===== src/hw/rtl/htba_pkg.sv =====
// Shared types and constants for the hit time bin accumulator.
`timescale 1ns / 1ps
package htba_pkg;

   localparam int PIXEL_COUNT = 1024;
   localparam int BIN_SLOTS   = 64;

   localparam int PIX_W      = $clog2(PIXEL_COUNT);
   localparam int SLOT_W     = $clog2(BIN_SLOTS);
   localparam int COUNT_W    = $clog2(BIN_SLOTS + 1);
   localparam int CELL_W     = PIX_W + SLOT_W;
   localparam int CELL_COUNT = PIXEL_COUNT * BIN_SLOTS;
   localparam int DIV_STEPS  = 32;

   localparam logic [11:0]        PIXEL_LIMIT   = 12'(PIXEL_COUNT);
   localparam logic [15:0]        WIDTH_RESET   = 16'd1000;
   localparam logic signed [31:0] TIME_MIN_INIT = 32'sh7FFF_FFFF;
   localparam logic signed [31:0] TIME_MAX_INIT = 32'sh8000_0000;

   typedef struct packed {
      logic              req_type;
      logic [10:0]       pixel_index;
      logic signed [31:0] arrival_time_ps;
      logic [15:0]       hit_weight;
   } htba_req_type;

   typedef struct packed {
      logic               hit_accepted;
      logic [5:0]         slot_index;
      logic               slot_valid;
      logic               slot_new;
      logic               overflow_seen;
      logic [6:0]         bins_used;
      logic [31:0]        pixel_total;
      logic [47:0]        pixel_square_total;
      logic [31:0]        slot_total;
      logic signed [31:0] earliest_time_ps;
      logic signed [31:0] latest_time_ps;
   } htba_rsp_type;

   typedef enum logic [2:0] {
      ST_CLEAR,
      ST_IDLE,
      ST_DIV,
      ST_SEARCH,
      ST_SLOTRD,
      ST_FINISH
   } htba_state_type;

   // Controller to datapath
   typedef struct packed {
      logic              capture;
      logic              clear_state;
      logic              sweep_en;
      logic [CELL_W-1:0] sweep_addr;
      logic              div_step;
      logic              srch_rd;
      logic [SLOT_W-1:0] srch_addr;
      logic              alloc;
      logic              finish;
   } htba_cmd_type;

   // Datapath to controller
   typedef struct packed {
      logic req_clear;
      logic req_in_range;
      logic req_timed;
      logic srch_done;
      logic rsp_free;
   } htba_status_type;

endpackage


===== src/hw/rtl/htba_ctrl.sv =====
// Sequencer for the hit time bin accumulator: sweep, divide, search, update.
`timescale 1ns / 1ps
module htba_ctrl (
   input  logic                     clock,
   input  logic                     reset,
   input  logic                     req_valid,
   output logic                     req_stall,
   input  htba_pkg::htba_status_type status,
   output htba_pkg::htba_cmd_type    cmd
);
   import htba_pkg::*;

   htba_state_type    state_ff, state_in;
   logic [CELL_W-1:0] cnt_ff, cnt_in;
   logic              pending_ff, pending_in;

   // state registers
   always_ff @(posedge clock) begin
      if (reset) begin
         state_ff   <= ST_CLEAR;
         cnt_ff     <= '0;
         pending_ff <= 1'b0;
      end else begin
         state_ff   <= state_in;
         cnt_ff     <= cnt_in;
         pending_ff <= pending_in;
      end
   end

   // next state and commands
   always_comb begin
      state_in       = state_ff;
      cnt_in         = '0;
      pending_in     = pending_ff;
      req_stall      = 1'b1;
      cmd            = '0;
      cmd.sweep_addr = cnt_ff;
      cmd.srch_addr  = cnt_ff[SLOT_W-1:0];
      case (state_ff)
         ST_CLEAR: begin
            cmd.sweep_en = 1'b1;
            cnt_in       = cnt_ff + 1'b1;
            if (cnt_ff == CELL_W'(CELL_COUNT - 1)) begin
               cnt_in     = '0;
               pending_in = 1'b0;
               state_in   = pending_ff ? ST_FINISH : ST_IDLE;
            end
         end
         ST_IDLE: begin
            req_stall = 1'b0;
            if (req_valid) begin
               cmd.capture = 1'b1;
               if (status.req_clear) begin
                  cmd.clear_state = 1'b1;
                  pending_in      = 1'b1;
                  state_in        = ST_CLEAR;
               end else if (!status.req_in_range || !status.req_timed) begin
                  state_in = ST_FINISH;
               end else begin
                  state_in = ST_DIV;
               end
            end
         end
         ST_DIV: begin
            cmd.div_step = 1'b1;
            cnt_in       = cnt_ff + 1'b1;
            if (cnt_ff == CELL_W'(DIV_STEPS - 1)) begin
               cnt_in   = '0;
               state_in = ST_SEARCH;
            end
         end
         ST_SEARCH: begin
            cmd.srch_rd = 1'b1;
            cnt_in      = cnt_ff + 1'b1;
            if (status.srch_done) begin
               state_in = ST_SLOTRD;
            end
         end
         ST_SLOTRD: begin
            cmd.alloc = 1'b1;
            state_in  = ST_FINISH;
         end
         ST_FINISH: begin
            if (status.rsp_free) begin
               cmd.finish = 1'b1;
               state_in   = ST_IDLE;
            end
         end
         default: begin
            state_in = ST_IDLE;
         end
      endcase
   end

endmodule


===== config.mk =====
export PLATFORM = sky130hd
export DESIGN_NAME = htba_ctrl
export DESIGN_NICKNAME = d
export VERILOG_FILES = /design/src/hw/rtl/htba_pkg.sv /design/src/hw/rtl/htba_ctrl.sv
export SDC_FILE = /design/constraint.sdc
export NUM_CORES = 1
export LEC_CHECK = 0
export BUFFER_PORTS_ARGS = -buffer_cell sky130_fd_sc_hd__buf_2
export CAP_MARGIN = 0
export CORE_MARGIN = 1.5
export CORE_UTILIZATION = 54
export DETAILED_ROUTE_END_ITERATION = 8
export GPL_ROUTABILITY_DRIVEN = 0
export PLACE_DENSITY = 0.84
export SLEW_MARGIN = 20
export SYNTH_ARGS = -nofsm -noshare
export SYNTH_HDL_FRONTEND = slang
export SYNTH_SLANG_ARGS = --single-unit

===== constraint.sdc =====
create_clock -name clock -period 5.3 [get_ports clock]
set_input_delay 1.06 -clock clock [delete_from_list [all_inputs] [get_ports clock]]
set_output_delay 1.06 -clock clock [all_outputs]
set_load 0.005 [all_outputs]

* Word level (Yosys, flattened, before mapping)
Cells that the tools add are included.
** Operators by class
- Add/sub/neg operators :: 1
- Eq/ne operators :: 13
- Multiplexer cells :: 26
- Reduce and logical (&&, ||, !) cells :: 7
** Operators by type and width (number)
- $pmux 16 s3 :: 1
- $mux 16 :: 2
- $mux 3 :: 8
- $pmux 3 s6 :: 1
- $add 16x1->16 const B :: 1
- $eq 16x16->1 const B :: 1
- $eq 16x5->1 const B :: 1
- $ne 2x2->1 const B :: 6
- $mux 1 :: 11
- $eq 3x2->1 const B :: 2
- $eq 3x3->1 const B :: 2
- $reduce_and 5->1 :: 1
- $mux 2 :: 2
- $reduce_and 4->1 :: 1
- $eq 3x1->1 const B :: 1
- $logic_not 3->1 :: 1
- $logic_not 1->1 :: 2
- $pmux 1 s2 :: 1
- $reduce_bool 2->1 :: 1
- $logic_or 1x1->1 :: 1
** Storage, ports and cells
- Flip-flop bits (word level) :: 20
- Input port bits :: 8
- Output and inout port bits :: 30
- Logic and storage cells :: 50

* Longest topological paths before layout
Gate-level depths: netlist of run 1.
- Word-level depth :: 6
- Depth in mapped cells :: 7
- Depth with buffers taken out :: 5

* Least setup slack after synthesis of run 1
OpenSTA, ideal clock, no wires.
- Path kind :: input-to-output
- From :: in req_valid
- To :: out cmd[27] in the netlist's numbering
- Data arrival time :: 1.383 ns
- Data required time :: 4.240 ns
- Setup slack :: 2.857 ns
- Stages :: 2
- Path buffers :: 0
- Path through :: and3_1 -> and2_1
** RTL lines
- start, declared :: RTL line htba_ctrl.sv:6 : input logic req_valid,
- end, declared :: RTL line htba_ctrl.sv:9 : output htba_pkg::htba_cmd_type cmd

==> flow_metrics.py, run 1 <==
metrics = {
    "run_status": {
        "outcome": "finished, final reports clean",
    },
    "floorplanning": {
        "rows": 16,
        "dieWidth_um": 50.4,
        "num_io_pins": 38,
        "die_area_mm2": 0.00254,
        "core_mm2": 0.00204,
        "start_util_pct": 59.4,
        "die_h_um": 50.4,
    },
    "placed_design": {
        "dp.cells": 183,
        "dpl.hpwl_um": 1850,
        "placed_area_mm2": 0.00134,
        "portBuffers": 37,
        "pre_cts_ws_ns": 2.65,
    },
    "finish": {
        "fillers": 177,
        "utilization_pct": 67.5,
        "seq_area_um2": 400,
        "multi_input_area_um2": 697,
        "final_area_mm2": 0.00138,
        "num_antenna_cells": 0,
        "areaGrowthSynthToFinish_pct": 13.7,
        "final_cells": 187,
        "nets": 170,
        "drive_gt1_share_pct": 36.3,
    },
    "synthesis": {
        "yosysWarnings": 0,
        "yosysSeqAreaShare_pct": 33.0,
        "synth_edf_count": 0,
        "syn_inst": 130,
        "synth_seq_cells": 20,
        "yosys-top-cells-count": "dfxtp_1, xnor2_1, a21oi_2, nor2_1, buf_4",
        "ys_types": 43,
        "netlist_area_mm2": 0.00121,
        "synth_nets": 139,
        "ys.flop_type": "dfxtp_1",
        "ys_async_sr_fraction_pct": 0,
        "synthTopCellsByArea": "dfxtp_1, xnor2_1, a21oi_2, buf_4, nand4_4",
        "yosys.area.top_type": "dfxtp_1",
        "syn_area_per_cell_um2": 9.33,
        "synth_top_cell_area_share_pct": 33.0,
        "synth.most_common_cell": "dfxtp_1",
    },
    "timing": {
        "maxSlewViolCount": 0,
        "timing.fmax_ghz": 0.378,
        "slew-limit-headroom_pct": 49.5,
        "finClkSkew_ns": 0.00351,
        "setup_slack_ns": 2.65,
        "period_minus_slack_ns": 2.65,
        "worst_pin_slew_ns": 0.758,
        "tns_ns": 0,
        "hold_viol_final": 0,
        "finalCritPeriodShare_pct": 50.0,
        "rsz0062_at_grt": "no",
        "holdWs_ns": 0.526,
        "setup_viol": 0,
    },
    "cts": {
        "cts-htree-levels": 1,
        "tritoncts": "yes",
        "cts_sinks": 20,
        "clk_latency_ns": 0.30,
        "path_clk_slew_ns": 0.11,
        "cts_hold_buf": 0,
        "cts_resized": 0,
        "postCtsSetupBuffers": 0,
        "root_buffer": "clkbuf_4",
        "clockBufferDepth": 2,
        "cts_made_buffers": 3,
    },
    "min_path": {
        "holdPathStages": 1,
        "hold_end": "cnt_ff[0]",
        "worstHoldStart": "cnt_ff[0]",
        "hold_class": "reg -> reg",
    },
    "worst_setup_path": {
        "critPathMaxStageDelay_ns": 0.16,
        "path_max_fanout": 3,
        "startpoint_type": "input port",
        "cp.required_ns": 4.24,
        "cp_common_cell": "buf_2",
        "worstSetupPathType": "in -> out",
        "setup.worst_path.end_class": "primary output",
        "r2r-end": "cnt_ff[10]",
        "r2r_cells": 5,
        "cp_cell_sequence": "buf_2, and3_1, and2_1, buf_2",
        "slowest_stage": "and3_1",
        "r2r_setup_slack_ns": 2.86,
        "timing.rr.start": "cnt_ff[0]",
        "worstPathArrival_ns": 1.59,
    },
    "drt": {
        "ant_nets": 0,
        "first_pass_iters": 4,
        "vias": 1070,
        "drc": 0,
        "dr.first_iter.drc_count": 21,
        "wirelength_um": 2570,
        "vias_per_cell": 5.72,
        "wl_per_cell_um": 13.7,
    },
    "global_routing": {
        "grt_start_max_net_pins": 16,
        "grt_pass1_vias": 962,
        "globalRouteOverflowTotal": 0,
        "grt_pass1_wl_um": 4340,
        "grtUsageTotal_pct": 22.0,
        "antenna_found_initial": 0,
    },
    "pwr": {
        "power.total_uw": 463,
        "p_leak_nw": 0.565,
        "ir_drop_uv": 297,
        "power.density_mw_per_mm2": 336,
    },
    "flow_run": {
        "maxCapViolCount": 0,
    },
}
## logic make-up after synthesis
kind of cell	share of synthesized area, %
compound gates	18.7
xor+xnor	10.1
fa+ha+maj	1.03
buf+inv	9.49
flops	33.0
mux	0.826
simple gates	26.8
## layer usage
metal | wire (um) | GRT usage (%) | up-vias
met2 | 1250 | 34.4 | 27
li1 | - | - | 527
met4 | 0 | 4.50 | 0
met5 | 0 | 0 | -
met3 | 143 | 6.25 | 0
met1 | 1180 | 30.2 | 516
## critical path, delay by kind of cell
family / cells / cell delay, ns
buffers and inverters: 2 / 0.23
AND/OR/NAND/NOR: 2 / 0.30
## state kept, by name, indices dropped and copies added (netlist names)
register	flops
cnt_ff	16
state_ff	3
pending_ff	1
## report_power, final
| group | internal (mW) | switching, mW | leakage (nW) | total [mW] |
|---|---|---|---|---|
| Clock | 0.0420 | 0.0476 | 0.0210 | 0.0895 |
| Combinational | 0.0770 | 0.0939 | 0.382 | 0.171 |
| Sequential | 0.169 | 0.0342 | 0.162 | 0.203 |
| Total | 0.288 | 0.176 | 0.565 | 0.463 |
## worst max-delay path by stage
stage          slack, ns      start  cells after the start      end
6_report            2.65  req_valid                      4  cmd[27]
5_1_grt             2.60  req_valid                      4  cmd[27]
4_1_cts             2.65  req_valid                      4  cmd[27]
3_5_place_dp        2.65  req_valid                      4  cmd[27]
3_3_place_gp        2.66  req_valid                      4  cmd[27]
2_1_floorplan       2.86  req_valid                      2  cmd[27]
## cells in the final DEF, fill, tap and decap left out, drive strengths merged, types with 4 or more instances in the layout
cell	n
nor2	10
a21oi	15
inv	5
nor4	6
nand3	5
xnor2	13
buf	38
nor3	6
dfxtp	20
nand4	4
nand2	6
clkbuf	4
## area by class of cell
cell class | instances | area share [%]
Clock buffer | 4 | 2.63
Timing Repair Buffer | 38 | 14.0
Tap cell | 27 | 2.45
Sequential cell | 20 | 29.0
Inverter | 5 | 1.36
Multi-Input combinational cell | 93 | 50.5
Power figures use the tool's default switching activity.
==> run 2, diff against run 1 <==
--- a/config.mk
+++ b/config.mk
@@ -8,10 +8,10 @@
 export BUFFER_PORTS_ARGS = -buffer_cell sky130_fd_sc_hd__buf_2
 export CAP_MARGIN = 0
 export CORE_MARGIN = 1.5
-export CORE_UTILIZATION = 54
+export CORE_UTILIZATION = 45
 export DETAILED_ROUTE_END_ITERATION = 8
 export GPL_ROUTABILITY_DRIVEN = 0
-export PLACE_DENSITY = 0.84
+export PLACE_DENSITY = 0.75
 export SLEW_MARGIN = 20
 export SYNTH_ARGS = -nofsm -noshare
 export SYNTH_HDL_FRONTEND = slang
==> constraint.sdc (replaced) <==
create_clock -name clock -period 2.4 [get_ports clock]
set_input_delay 0.48 -clock clock [delete_from_list [all_inputs] [get_ports clock]]
set_output_delay 0.48 -clock clock [all_outputs]
set_load 0.005 [all_outputs]
==> flow_metrics.py, run 2 (synthesized netlist as in run 1, its figures left out) <==
metrics = {
    "cts": {
        "clk_latency_ns": 0.31,
        "cts_made_buffers": 3,
        "root_buffer": "clkbuf_4",
        "cts_resized": 0,
        "clockBufferDepth": 2,
        "postCtsSetupBuffers": 0,
        "cts-htree-levels": 1,
        "cts_hold_buf": 0,
        "tritoncts": "yes",
        "path_clk_slew_ns": 0.12,
        "cts_sinks": 20,
    },
    "worst_setup_path": {
        "worstSetupPathType": "reg -> reg",
        "cp.required_ns": 2.61,
        "critPathMaxStageDelay_ns": 0.56,
        "cp_cell_sequence": "ha_1, nand3_2, o41ai_4, or3_1, buf_4, a21oi_1",
        "startpoint_type": "register",
        "setup.worst_path.end_class": "register",
        "worstPathArrival_ns": 2.27,
        "slowest_stage": "o41ai_4",
        "path_max_fanout": 15,
    },
    "timing": {
        "period_minus_slack_ns": 2.07,
        "timing.fmax_ghz": 0.483,
        "slew-limit-headroom_pct": 71.2,
        "hold_viol_final": 0,
        "maxSlewViolCount": 0,
        "finClkSkew_ns": 0.0103,
        "finalCritPeriodShare_pct": 86.2,
        "tns_ns": 0,
        "setup_viol": 0,
        "rsz0062_at_grt": "no",
        "worst_pin_slew_ns": 0.431,
    },
    "placed_design": {
        "dp.cells": 187,
        "dpl.hpwl_um": 1870,
        "placed_area_mm2": 0.00135,
        "portBuffers": 37,
    },
    "finish": {
        "nets": 171,
        "utilization_pct": 55.8,
        "final_area_mm2": 0.00141,
        "num_antenna_cells": 0,
        "mostFrequentLayoutCell": "buf_2",
        "final_cells": 191,
        "drive_gt1_share_pct": 36.6,
        "multi_input_area_um2": 697,
        "areaGrowthSynthToFinish_pct": 16.0,
        "reg_top3": "cnt_ff: 16 flops, state_ff: 3 flops, pending_ff: 1 flops",
        "seq_area_um2": 400,
        "largest_reg_flops": 16,
        "final_cell_mix": "buf_2, dfxtp_1, xnor2_1",
        "regMostFlops": "cnt_ff",
        "fillers": 253,
    },
    "floorplanning": {
        "die_h_um": 54.9,
        "start_util_pct": 48.1,
        "core_mm2": 0.00252,
        "num_io_pins": 38,
        "dieWidth_um": 54.9,
        "die_area_mm2": 0.00301,
        "rows": 18,
    },
    "drt": {
        "vias": 1039,
        "drc": 0,
        "dr.first_iter.drc_count": 20,
        "first_pass_iters": 4,
        "wl_per_cell_um": 13.2,
        "wirelength_um": 2530,
        "vias_per_cell": 5.44,
        "ant_nets": 0,
    },
    "global_routing": {
        "grt_pass1_wl_um": 3970,
        "grt_pass1_vias": 863,
        "globalRouteOverflowTotal": 0,
        "grt_start_max_net_pins": 16,
        "antenna_found_initial": 0,
        "grtUsageTotal_pct": 18.8,
    },
    "pwr": {
        "power.total_mw": 1.11,
        "p_leak_nw": 0.577,
        "power.density_mw_per_mm2": 787,
        "ir_drop_uv": 653,
    },
    "min_path": {
        "hold_class": "in -> reg",
    },
    "flow_run": {
        "maxCapViolCount": 0,
    },
    "run_status": {
        "outcome": "finished, final reports clean",
    },
}
run 2: cell types whose count changed in the layout (fill, tap and decap cells not counted), sizes merged:
cell    before  now
clkbuf       4    3
bufinv       0    1
buf         38   39
run 2: critical path, delay by kind of cell (launching register included):
family	cells	cell delay [ns]
AOI/OAI and AO/OA	2	0.66
DFF	1	0.43
and+or+nand+nor	2	0.39
adders and majority gates	1	0.24
buffers and inverters	1	0.24
run 2: area by class of cell:
class | instances | area share (%)
Clock buffer | 3 | 1.60
Clock inverter | 1 | 2.14
Inverter | 5 | 1.33
Multi-Input combinational cell | 93 | 49.6
Sequential cell | 20 | 28.5
Tap cell | 30 | 2.67
Timing Repair Buffer | 39 | 14.2
run 2: report_power, final:
group / internal (mW) / switching [mW] / leakage, nW / total, mW
Clock: 0.169 / 0.105 / 0.0279 / 0.274
Combinational: 0.180 / 0.205 / 0.387 / 0.385
Sequential: 0.372 / 0.0749 / 0.162 / 0.447
run 2: stage by stage:
step / hold WS (ns) / setup WS, ns
6_report: 0.435 / 0.332
2_1_floorplan: 0.477 / 0.528
4_1_cts: 0.417 / 0.318
5_1_grt: 0.428 / 0.154
3_3_place_gp: 0.468 / 0.455
3_5_place_dp: 0.486 / 0.341
run 2: path summary, 6_finish.rpt:
path | from | end | slack, ns | depth (start not counted)
max | cnt_ff[0] | cnt_ff[11] | 0.33 | 6
min | reset | pending_ff | 0.43 | 2
max reg2reg | cnt_ff[0] | cnt_ff[11] | 0.33 | 6
min reg2reg | cnt_ff[0] | cnt_ff[0] | 0.50 | 1
run 2: routing by layer:
metal	part of all wire [%]	track usage [%]	up-vias	wire (um)
met5	0	0	-	0
met4	1.7	8.54	0	42
met3	5.1	5.65	5	130
met2	48	28.8	28	1210
met1	45	24.3	476	1140
li1	-	-	530	-
